File: config.mk
export PLATFORM = sky130hd
export DESIGN_NAME = life_rle_run_decoder
export DESIGN_NICKNAME = d
export VERILOG_FILES = /design/src/rtl/lrle_pkg.sv /design/src/rtl/lrle_step.sv /design/src/rtl/lrle_out_reg.sv /design/src/rtl/life_rle_run_decoder.sv
export SDC_FILE = /design/constraint.sdc
export NUM_CORES = 1
export LEC_CHECK = 0
export BUFFER_PORTS_ARGS = -buffer_cell sky130_fd_sc_hd__buf_2
export CAP_MARGIN = 30
export CELL_PAD_IN_SITES_DETAIL_PLACEMENT = 1
export CELL_PAD_IN_SITES_GLOBAL_PLACEMENT = 1
export CORE_ASPECT_RATIO = 2
export CORE_MARGIN = 4
export CORE_UTILIZATION = 47
export DETAILED_ROUTE_END_ITERATION = 6
export PLACE_DENSITY = 0.78
export SYNTH_ARGS = -nofsm -noshare
export SYNTH_HDL_FRONTEND = slang
export SYNTH_SLANG_ARGS = --single-unit
File: constraint.sdc
create_clock -name i_clk -period 4.3 [get_ports i_clk]
set_clock_uncertainty 0.2 [all_clocks]
set_input_delay 0.645 -clock i_clk [delete_from_list [all_inputs] [get_ports i_clk]]
set_output_delay 0.645 -clock i_clk [all_outputs]
set_load 0.005 [all_outputs]
File: src/rtl/lrle_pkg.sv
// shared types, character codes, parse mode codes and defaults for the
// run-length pattern decoder; no dependencies
package lrle_pkg;

    localparam int DEF_COORD_BITS = 16;
    localparam int DEF_COUNT_BITS = 16;
    localparam int FIELD_W        = 16;

    localparam logic [7:0] CHAR_B      = 8'h62;
    localparam logic [7:0] CHAR_O      = 8'h6F;
    localparam logic [7:0] CHAR_DOLLAR = 8'h24;
    localparam logic [7:0] CHAR_BANG   = 8'h21;
    localparam logic [7:0] CHAR_ZERO   = 8'h30;
    localparam logic [7:0] CHAR_NINE   = 8'h39;
    localparam logic [7:0] CHAR_NL     = 8'h0A;
    localparam logic [7:0] CHAR_TAB    = 8'h09;
    localparam logic [7:0] CHAR_CR     = 8'h0D;
    localparam logic [7:0] CHAR_SPACE  = 8'h20;
    localparam logic [3:0] RADIX       = 4'd10;

    localparam logic [1:0] MODE_START = 2'd0;
    localparam logic [1:0] MODE_SKIP  = 2'd1;
    localparam logic [1:0] MODE_COUNT = 2'd2;
    localparam logic [1:0] MODE_DONE  = 2'd3;

    typedef struct packed {
        logic [FIELD_W-1:0] run_x;
        logic [FIELD_W-1:0] run_y;
        logic [FIELD_W-1:0] run_length;
        logic               has_run;
        logic               pattern_done;
        logic               overflowed;
    } t_result;

    function automatic logic is_digit(input logic [7:0] c);
        return (c >= CHAR_ZERO) && (c <= CHAR_NINE);
    endfunction

    function automatic logic is_blank(input logic [7:0] c);
        return (c == CHAR_SPACE) || ((c >= CHAR_TAB) && (c <= CHAR_CR));
    endfunction

    function automatic logic is_tag(input logic [7:0] c);
        return (c == CHAR_B) || (c == CHAR_O) || (c == CHAR_DOLLAR) || (c == CHAR_BANG);
    endfunction

endpackage

File: src/rtl/lrle_step.sv
// per-byte parse update: next mode, count, coordinates, overflow flag and
// the result for one byte; depends on lrle_pkg
module lrle_step #(
    parameter int COORD_BITS = lrle_pkg::DEF_COORD_BITS,
    parameter int COUNT_BITS = lrle_pkg::DEF_COUNT_BITS
) (
    input  logic [7:0]            i_byte,
    input  logic                  i_fin,
    input  logic [1:0]            i_mode,
    input  logic [COUNT_BITS-1:0] i_count,
    input  logic [COORD_BITS-1:0] i_x,
    input  logic [COORD_BITS-1:0] i_y,
    input  logic                  i_ovf,
    output logic [1:0]            o_mode,
    output logic [COUNT_BITS-1:0] o_count,
    output logic [COORD_BITS-1:0] o_x,
    output logic [COORD_BITS-1:0] o_y,
    output logic                  o_ovf,
    output logic                  o_emit,
    output lrle_pkg::t_result     o_res
);

    localparam int FW    = lrle_pkg::FIELD_W;
    localparam int MUL_W = COUNT_BITS + 4;
    localparam int SUM_W = ((COORD_BITS > COUNT_BITS) ? COORD_BITS : COUNT_BITS) + 1;
    localparam logic [COORD_BITS-1:0] COORD_MAX = '1;
    localparam logic [COUNT_BITS-1:0] COUNT_MAX = '1;

    logic [3:0]            digit;
    logic [MUL_W-1:0]      acc_next;
    logic [COUNT_BITS-1:0] cnt_raw;
    logic [COUNT_BITS-1:0] cnt;
    logic [SUM_W-1:0]      x_sum;
    logic [SUM_W-1:0]      y_sum;
    logic [COORD_BITS-1:0] x_sat;
    logic [COORD_BITS-1:0] y_sat;
    logic                  x_hit;
    logic                  y_hit;
    logic                  tag_en;
    logic                  run;
    logic                  done;
    logic                  active;

    assign digit    = 4'(i_byte - lrle_pkg::CHAR_ZERO);
    assign acc_next = MUL_W'(i_count) * MUL_W'(lrle_pkg::RADIX) + MUL_W'(digit);

    // absent or zero count means one
    assign cnt_raw = (i_mode == lrle_pkg::MODE_COUNT) ? i_count : COUNT_BITS'(1);
    assign cnt     = (cnt_raw == '0) ? COUNT_BITS'(1) : cnt_raw;

    assign x_sum = SUM_W'(i_x) + SUM_W'(cnt);
    assign y_sum = SUM_W'(i_y) + SUM_W'(cnt);
    assign x_hit = x_sum > SUM_W'(COORD_MAX);
    assign y_hit = y_sum > SUM_W'(COORD_MAX);
    assign x_sat = x_hit ? COORD_MAX : COORD_BITS'(x_sum);
    assign y_sat = y_hit ? COORD_MAX : COORD_BITS'(y_sum);

    always_comb begin
        o_mode  = i_mode;
        o_count = i_count;
        o_x     = i_x;
        o_y     = i_y;
        o_ovf   = i_ovf;
        tag_en  = 1'b0;
        run     = 1'b0;
        done    = 1'b0;
        active  = 1'b1;
        o_res   = '0;

        case (i_mode)
            lrle_pkg::MODE_START: begin
                if (lrle_pkg::is_blank(i_byte)) begin
                    o_mode = lrle_pkg::MODE_START;
                end else if (lrle_pkg::is_digit(i_byte)) begin
                    o_count = COUNT_BITS'(digit);
                    o_mode  = lrle_pkg::MODE_COUNT;
                end else if (lrle_pkg::is_tag(i_byte)) begin
                    tag_en = 1'b1;
                end else begin
                    o_mode = lrle_pkg::MODE_SKIP;
                end
            end
            lrle_pkg::MODE_SKIP: begin
                if (i_byte == lrle_pkg::CHAR_NL) begin
                    o_mode = lrle_pkg::MODE_START;
                end
            end
            lrle_pkg::MODE_COUNT: begin
                if (lrle_pkg::is_digit(i_byte)) begin
                    if (acc_next > MUL_W'(COUNT_MAX)) begin
                        o_count = COUNT_MAX;
                        o_ovf   = 1'b1;
                    end else begin
                        o_count = COUNT_BITS'(acc_next);
                    end
                end else begin
                    tag_en  = 1'b1;
                    o_count = '0;
                    o_mode  = lrle_pkg::MODE_START;
                end
            end
            default: begin
                // pattern ended: everything waits for the final byte
                active = 1'b0;
                if (i_fin) begin
                    o_mode = lrle_pkg::MODE_START;
                end
            end
        endcase

        if (tag_en) begin
            case (i_byte)
                lrle_pkg::CHAR_B: begin
                    o_x   = x_sat;
                    o_ovf = o_ovf | x_hit;
                end
                lrle_pkg::CHAR_O: begin
                    run              = 1'b1;
                    o_res.run_x      = FW'(i_x);
                    o_res.run_y      = FW'(i_y);
                    o_res.run_length = FW'(cnt);
                    o_x              = x_sat;
                    o_ovf            = o_ovf | x_hit;
                end
                lrle_pkg::CHAR_DOLLAR: begin
                    o_y   = y_sat;
                    o_x   = '0;
                    o_ovf = o_ovf | y_hit;
                end
                lrle_pkg::CHAR_BANG: begin
                    done = 1'b1;
                end
                default: begin
                end
            endcase
        end

        if (active && i_fin) begin
            done = 1'b1;
        end

        o_res.has_run      = run;
        o_res.pattern_done = done;
        o_res.overflowed   = o_ovf;
        o_emit             = active && (run || done);

        // end of pattern returns all state to reset, or parks until the final byte
        if (done) begin
            o_mode  = i_fin ? lrle_pkg::MODE_START : lrle_pkg::MODE_DONE;
            o_count = '0;
            o_x     = '0;
            o_y     = '0;
            o_ovf   = 1'b0;
        end
        if (!active && i_fin) begin
            o_count = '0;
            o_x     = '0;
            o_y     = '0;
            o_ovf   = 1'b0;
        end
    end

endmodule

File: src/rtl/lrle_out_reg.sv
// result register between the parse stage and the result channel
// depends on lrle_pkg for the result type
module lrle_out_reg (
    input  logic              i_clk,
    input  logic              i_rst_n,
    input  logic              i_load,
    input  logic              i_emit,
    input  lrle_pkg::t_result i_res,
    input  logic              i_stall,
    output logic              o_free,
    output logic              o_valid,
    output lrle_pkg::t_result o_res
);

    logic              r_valid;
    lrle_pkg::t_result r_res;

    assign o_free  = !r_valid || !i_stall;
    assign o_valid = r_valid;
    assign o_res   = r_res;

    always_ff @(posedge i_clk) begin
        if (!i_rst_n) begin
            r_valid <= 1'b0;
        end else if (i_load) begin
            r_valid <= i_emit;
        end else if (!i_stall) begin
            r_valid <= 1'b0;
        end
    end

    always_ff @(posedge i_clk) begin
        if (i_load && i_emit) begin
            r_res <= i_res;
        end
    end

endmodule

File: src/rtl/life_rle_run_decoder.sv
// top level of the run-length pattern decoder: input register, parse state
// registers, lrle_step and lrle_out_reg; depends on lrle_pkg
//
//  channel  direction  handshake                  payload
//  input    in         i_in_valid / o_in_stall    i_text_byte, i_final_byte
//  result   out        o_out_valid / i_out_stall  o_run_x, o_run_y, o_run_length,
//                                                 o_has_run, o_pattern_done, o_overflowed
//
// one byte per cycle while the result channel is not stalled: a byte is held in the
// input register, is parsed by one level of logic and its result, if any, lands in
// the result register
// reset is synchronous, active low, and clears the parse state at once
// a stalled result holds the parse stage; one more byte is still taken
// into the input register while the result waits
module life_rle_run_decoder #(
    parameter int COORD_BITS = lrle_pkg::DEF_COORD_BITS,
    parameter int COUNT_BITS = lrle_pkg::DEF_COUNT_BITS
) (
    input  logic        i_clk,
    input  logic        i_rst_n,
    input  logic        i_in_valid,
    output logic        o_in_stall,
    input  logic [7:0]  i_text_byte,
    input  logic        i_final_byte,
    output logic        o_out_valid,
    input  logic        i_out_stall,
    output logic [15:0] o_run_x,
    output logic [15:0] o_run_y,
    output logic [15:0] o_run_length,
    output logic        o_has_run,
    output logic        o_pattern_done,
    output logic        o_overflowed
);

    logic                  r_in_valid;
    logic [7:0]            r_byte;
    logic                  r_fin;
    logic [1:0]            r_mode;
    logic [COUNT_BITS-1:0] r_count;
    logic [COORD_BITS-1:0] r_x;
    logic [COORD_BITS-1:0] r_y;
    logic                  r_ovf;

    logic [1:0]            n_mode;
    logic [COUNT_BITS-1:0] n_count;
    logic [COORD_BITS-1:0] n_x;
    logic [COORD_BITS-1:0] n_y;
    logic                  n_ovf;

    logic              step_emit;
    lrle_pkg::t_result step_res;
    lrle_pkg::t_result out_res;
    logic              out_free;
    logic              advance;
    logic              in_take;

    assign advance    = r_in_valid && out_free;
    assign o_in_stall = r_in_valid && !out_free;
    assign in_take    = i_in_valid && !o_in_stall;

    always_ff @(posedge i_clk) begin
        if (!i_rst_n) begin
            r_in_valid <= 1'b0;
        end else if (in_take) begin
            r_in_valid <= 1'b1;
        end else if (advance) begin
            r_in_valid <= 1'b0;
        end
    end

    always_ff @(posedge i_clk) begin
        if (in_take) begin
            r_byte <= i_text_byte;
            r_fin  <= i_final_byte;
        end
    end

    always_ff @(posedge i_clk) begin
        if (!i_rst_n) begin
            r_mode  <= lrle_pkg::MODE_START;
            r_count <= '0;
            r_x     <= '0;
            r_y     <= '0;
            r_ovf   <= 1'b0;
        end else if (advance) begin
            r_mode  <= n_mode;
            r_count <= n_count;
            r_x     <= n_x;
            r_y     <= n_y;
            r_ovf   <= n_ovf;
        end
    end

    lrle_step #(
        .COORD_BITS(COORD_BITS),
        .COUNT_BITS(COUNT_BITS)
    ) u_step (
        .i_byte (r_byte),
        .i_fin  (r_fin),
        .i_mode (r_mode),
        .i_count(r_count),
        .i_x    (r_x),
        .i_y    (r_y),
        .i_ovf  (r_ovf),
        .o_mode (n_mode),
        .o_count(n_count),
        .o_x    (n_x),
        .o_y    (n_y),
        .o_ovf  (n_ovf),
        .o_emit (step_emit),
        .o_res  (step_res)
    );

    lrle_out_reg u_out (
        .i_clk  (i_clk),
        .i_rst_n(i_rst_n),
        .i_load (advance),
        .i_emit (step_emit),
        .i_res  (step_res),
        .i_stall(i_out_stall),
        .o_free (out_free),
        .o_valid(o_out_valid),
        .o_res  (out_res)
    );

    assign o_run_x        = out_res.run_x;
    assign o_run_y        = out_res.run_y;
    assign o_run_length   = out_res.run_length;
    assign o_has_run      = out_res.has_run;
    assign o_pattern_done = out_res.pattern_done;
    assign o_overflowed   = out_res.overflowed;

`ifndef ASSERT_OFF
    a_result_has_cause: assert property (@(posedge i_clk) disable iff (!i_rst_n)
        o_out_valid && !o_has_run |-> o_pattern_done)
        else $error("result with neither run nor pattern end");

    a_no_run_zero: assert property (@(posedge i_clk) disable iff (!i_rst_n)
        o_out_valid && !o_has_run |-> (o_run_x == '0) && (o_run_y == '0)
            && (o_run_length == '0))
        else $error("run fields not zero on a result without run");

    a_run_nonzero: assert property (@(posedge i_clk) disable iff (!i_rst_n)
        o_out_valid && o_has_run |-> o_run_length != '0)
        else $error("live run of length zero");

    a_done_cleared: assert property (@(posedge i_clk) disable iff (!i_rst_n)
        r_mode == lrle_pkg::MODE_DONE |-> (r_x == '0) && (r_y == '0)
            && (r_count == '0) && !r_ovf)
        else $error("state not cleared after pattern end");

    a_count_idle: assert property (@(posedge i_clk) disable iff (!i_rst_n)
        r_mode != lrle_pkg::MODE_COUNT |-> r_count == '0)
        else $error("count held outside a count element");
`endif

endmodule
==> out/metrics.csv <==
stage,metric,value,unit
status,status,"complete, no violations",
yosys,synthAdderAreaFrac,12.25,%
worst_setup_path,path_class,flop to flop,
global_routing,antenna_found_initial,0,
drt,ant_nets,0,
sta,fin_crit_sh,93.91,%
die,coreArea,0.01570,sq mm
yosys,synthArstFlopShare,0,%
sta,max_freq,247.6,MHz
sta,finalHoldViolations,0,
yosys,synth_top_family_by_area,compound AO/OA/AOI/OAI gates,
yosys,synth_top_area_cell,edfxtp_1,
clock_tree,cts_max_level,4,
clock_tree,clock_path_buffers,2,
pwr,vdd_drop_max,0.2484,mV
yosys,synth_area,0.007497,sq mm
clock_tree,cts-root-buf,clkbuf_16,
worst_setup_path,crit_path_max_incr_delay,0.40,ns
yosys,synth_edf_count,60,
global_routing,grt_overflow,0,
clock_tree,cts_hold_buffers,0,
yosys,synth_seq_cells,113,
placed_design,dp_hpwl,18.09,mm
worst_setup_path,cp_max_fo,17,
run,drv_cap,0,
worst_setup_path,r2r_start,r_mode[0],
yosys,synth-seq-area-share,38.18,%
clock_tree,cts_sinks,113,
clock_tree,clkSlewWorstSetupHoldPaths,0.05,ns
drt,post_drt_wl_per_cell,21.59,um
placed_design,placed_cells_incl_taps,1064,
clock_tree,clock_latency,0.44,ns
placed_design,post-place-ws,0.002716,ns
yosys,synthCells,804,
yosys,synth_compound_area_share,22.21,%
pwr,power_density,295.8,mW/mm^2
yosys,yosysWarnings,0,
drt,wl,23.75,mm
yosys,synth-xor-area-share,4.907,%
sta,finalSetupViolCount,0,
global_routing,grt_pass1_vias,7350,
yosys,yosys.area_share.simple,18.54,%
sta,min_period,4.038,ns
yosys,synthMuxAreaShare,0.3171,%
hold_path,hp-class,primary input to flop,
layout,area_growth,16.44,%
die,dieHeight,186.6,um
die,die_w,97.31,um
die,num_rows,65,
layout,drive_gt1_share,16.91,%
drt,viasPerCell,6.038,
worst_setup_path,cp_slowest_cell,dfxtp_1,
drt,route.detailed.drc,0,
yosys,synthFlopType,edfxtp_1,
worst_setup_path,path_cells,inv_1 -> ha_4 -> and2_1 -> nor4_2 -> a311o_1 -> ha_1 -> inv_1 -> fa_1 -> nor2b_1 -> o31a_1 -> o22ai_2 -> o21ai_2 -> a311o_1 -> buf_4 -> a32oi_1 -> o32a_1 -> o21ai_0,
yosys,syn_nets,888,
yosys,synth.area.top_cells,"edfxtp_1 (24%), dfxtp_1 (14%), ha_1 (11%)",
placed_design,place.gp.congestion,0.9243,
layout,finalNonFillerCells,1100,
layout,diodes,0,
sta,setup_tns,0,ns
drt,first_pass_iters,4,
global_routing,grt_pass1_wl,37.75,mm
yosys,yosysTopAreaCellShare,24.03,%
pwr,p_leak,3.804,nW
sta,max-slew-margin-rel,46.55,%
worst_setup_path,worstPathRequired,4.44,ns
worst_setup_path,cp-end-kind,flop,
layout,fill_cells,1826,
drt,vias,6642,
yosys,synth.distinct_cells,79,
hold_path,hp-start,i_text_byte[7],
worst_setup_path,startpoint,r_mode[0],
clock_tree,numCtsBuffers,17,
sta,worstMarginPinSlew,0.7956,ns
die,die-area,0.01816,sq mm
sta,whs,0.1844,ns
sta,setup_ws,0.2617,ns
sta,slew_viol_final,0,
die,start_util,47.76,%
placed_design,port_buffers,65,
layout,layout.nets,970,
yosys,avgSynthCellArea,9.325,sq um
global_routing,gr-usage-all-layers,26.35,%
worst_setup_path,crit_arrival,4.18,ns
drt,drt_iter0_drc,255,
global_routing,grt_max_degree,51,
worst_setup_path,start_kind,flop,
clock_tree,cts_tree,built,
die,pin_count,66,
cells in the mapped netlist, drive strengths merged (9+ instances only):
| library cell | n |
|---|---|
| a21oi | 71 |
| o21ai | 71 |
| ha | 67 |
| nand2 | 65 |
| and2 | 61 |
| edfxtp | 60 |
| dfxtp | 53 |
| inv | 33 |
| nor2 | 29 |
| xnor2 | 29 |
| nand3 | 18 |
| o211ai | 17 |
| and3 | 16 |
| buf | 16 |
| clkbuf | 16 |
| a21o | 15 |
| nor3 | 14 |
| o21a | 13 |
| xor2 | 13 |
| a32oi | 9 |
per-stage QoR:
| step | util (%) | area [sq um] | power [mW] |
|---|---|---|---|
| 6_report | 55.62 | 8730 | 2.582 |
| 5_1_grt | 55.62 | 8730 | 2.654 |
| 4_1_cts | 55.28 | 8677 | 2.591 |
| 3_5_place_dp | 51.76 | 8124 | 1.293 |
| 3_3_place_gp | 51.76 | 8124 | 1.288 |
| 2_1_floorplan | - | 7497 | 1.251 |
final cells by class:
| type | count | area (sq um) | share of cell area, % |
|---|---|---|---|
| clock buffer | 24 | 471.7 | 5.403 |
| clock inverter | 8 | 66.31 | 0.7596 |
| inverter | 33 | 123.9 | 1.419 |
| multi-input combinational | 626 | 4403 | 50.44 |
| sequential | 113 | 2863 | 32.79 |
| tap | 201 | 251.5 | 2.881 |
| timing repair buffer | 95 | 550.5 | 6.306 |
logic make-up after synthesis:
logic type / count (synthesis)
AOI/OAI and AO/OA: 255
xor gates and xnor gates: 42
adders and majority gates: 71
buffers and inverters: 65
DFF: 113
muxes: 2
and+or+nand+nor: 256
cell usage in the layout, fill, tap and decap left out, types with 6 or more instances in the layout:
cell and instances:
and2_1 59, nor3_1 13, nor2_1 29, ha_1 66, nand3_1 18, o21ai_0 62
o21ai_2 6, o21a_1 13, inv_1 32, clkbuf_16 17, a21oi_1 69, o211ai_1 17
or2_2 7, buf_4 30, a21o_1 15, buf_2 65, xor2_1 13, nor2b_1 7
xnor2_1 29, nand2_1 65, edfxtp_1 60, and3_1 15, dfxtp_1 53, a32oi_1 9
metal layers:
metal | share of wire [%] | wire (um) | track usage (%) | vias up
li1 | - | - | - | 3140
met1 | 34 | 8103 | 24.28 | 3250
met2 | 56 | 13210 | 50.51 | 155
met3 | 2.9 | 700 | 4.078 | 97
met4 | 7.3 | 1734 | 19.47 | 0
met5 | 0 | 0 | 0 | -
report_power, final:
group	total (mW)	internal [mW]	switching, mW
logic	0.110	0.0353	0.0744
clock network	1.31	0.815	0.495
registers	1.16	1.15	0.0145
worst paths after layout:
| kind | end | slack, ns | depth (start not counted) |
|---|---|---|---|
| max | r_ovf | 0.26 | 17 |
| min | r_byte[7] | 0.18 | 1 |
| max reg2reg | r_ovf | 0.26 | 17 |
| min reg2reg | r_y[4] | 0.28 | 2 |
critical path: cells and delay by family (launching register included):
kind                     cells  cell delay (ns)
AND/OR/NAND/NOR              3             0.64
adder cells (fa/ha/maj)      3             0.84
AO/OA/AOI/OAI                8             1.51
flip-flops                   1             0.40
buffers and inverters        3             0.34
state kept, by name, indices dropped and copies added (netlist names), 2 cells and up:
register	count
r_x	16
r_mode	2
r_byte	8
u_out.o_res	51
r_count	16
r_y	16
what timing repair did:
item                                    CTS  global route
pin swaps                                 1             2
endpoints found under the setup margin   13            34
buffers inserted                          2             2
cloned                                    0             0
resized for setup                         1             8
Power figures use the tool's default switching activity.
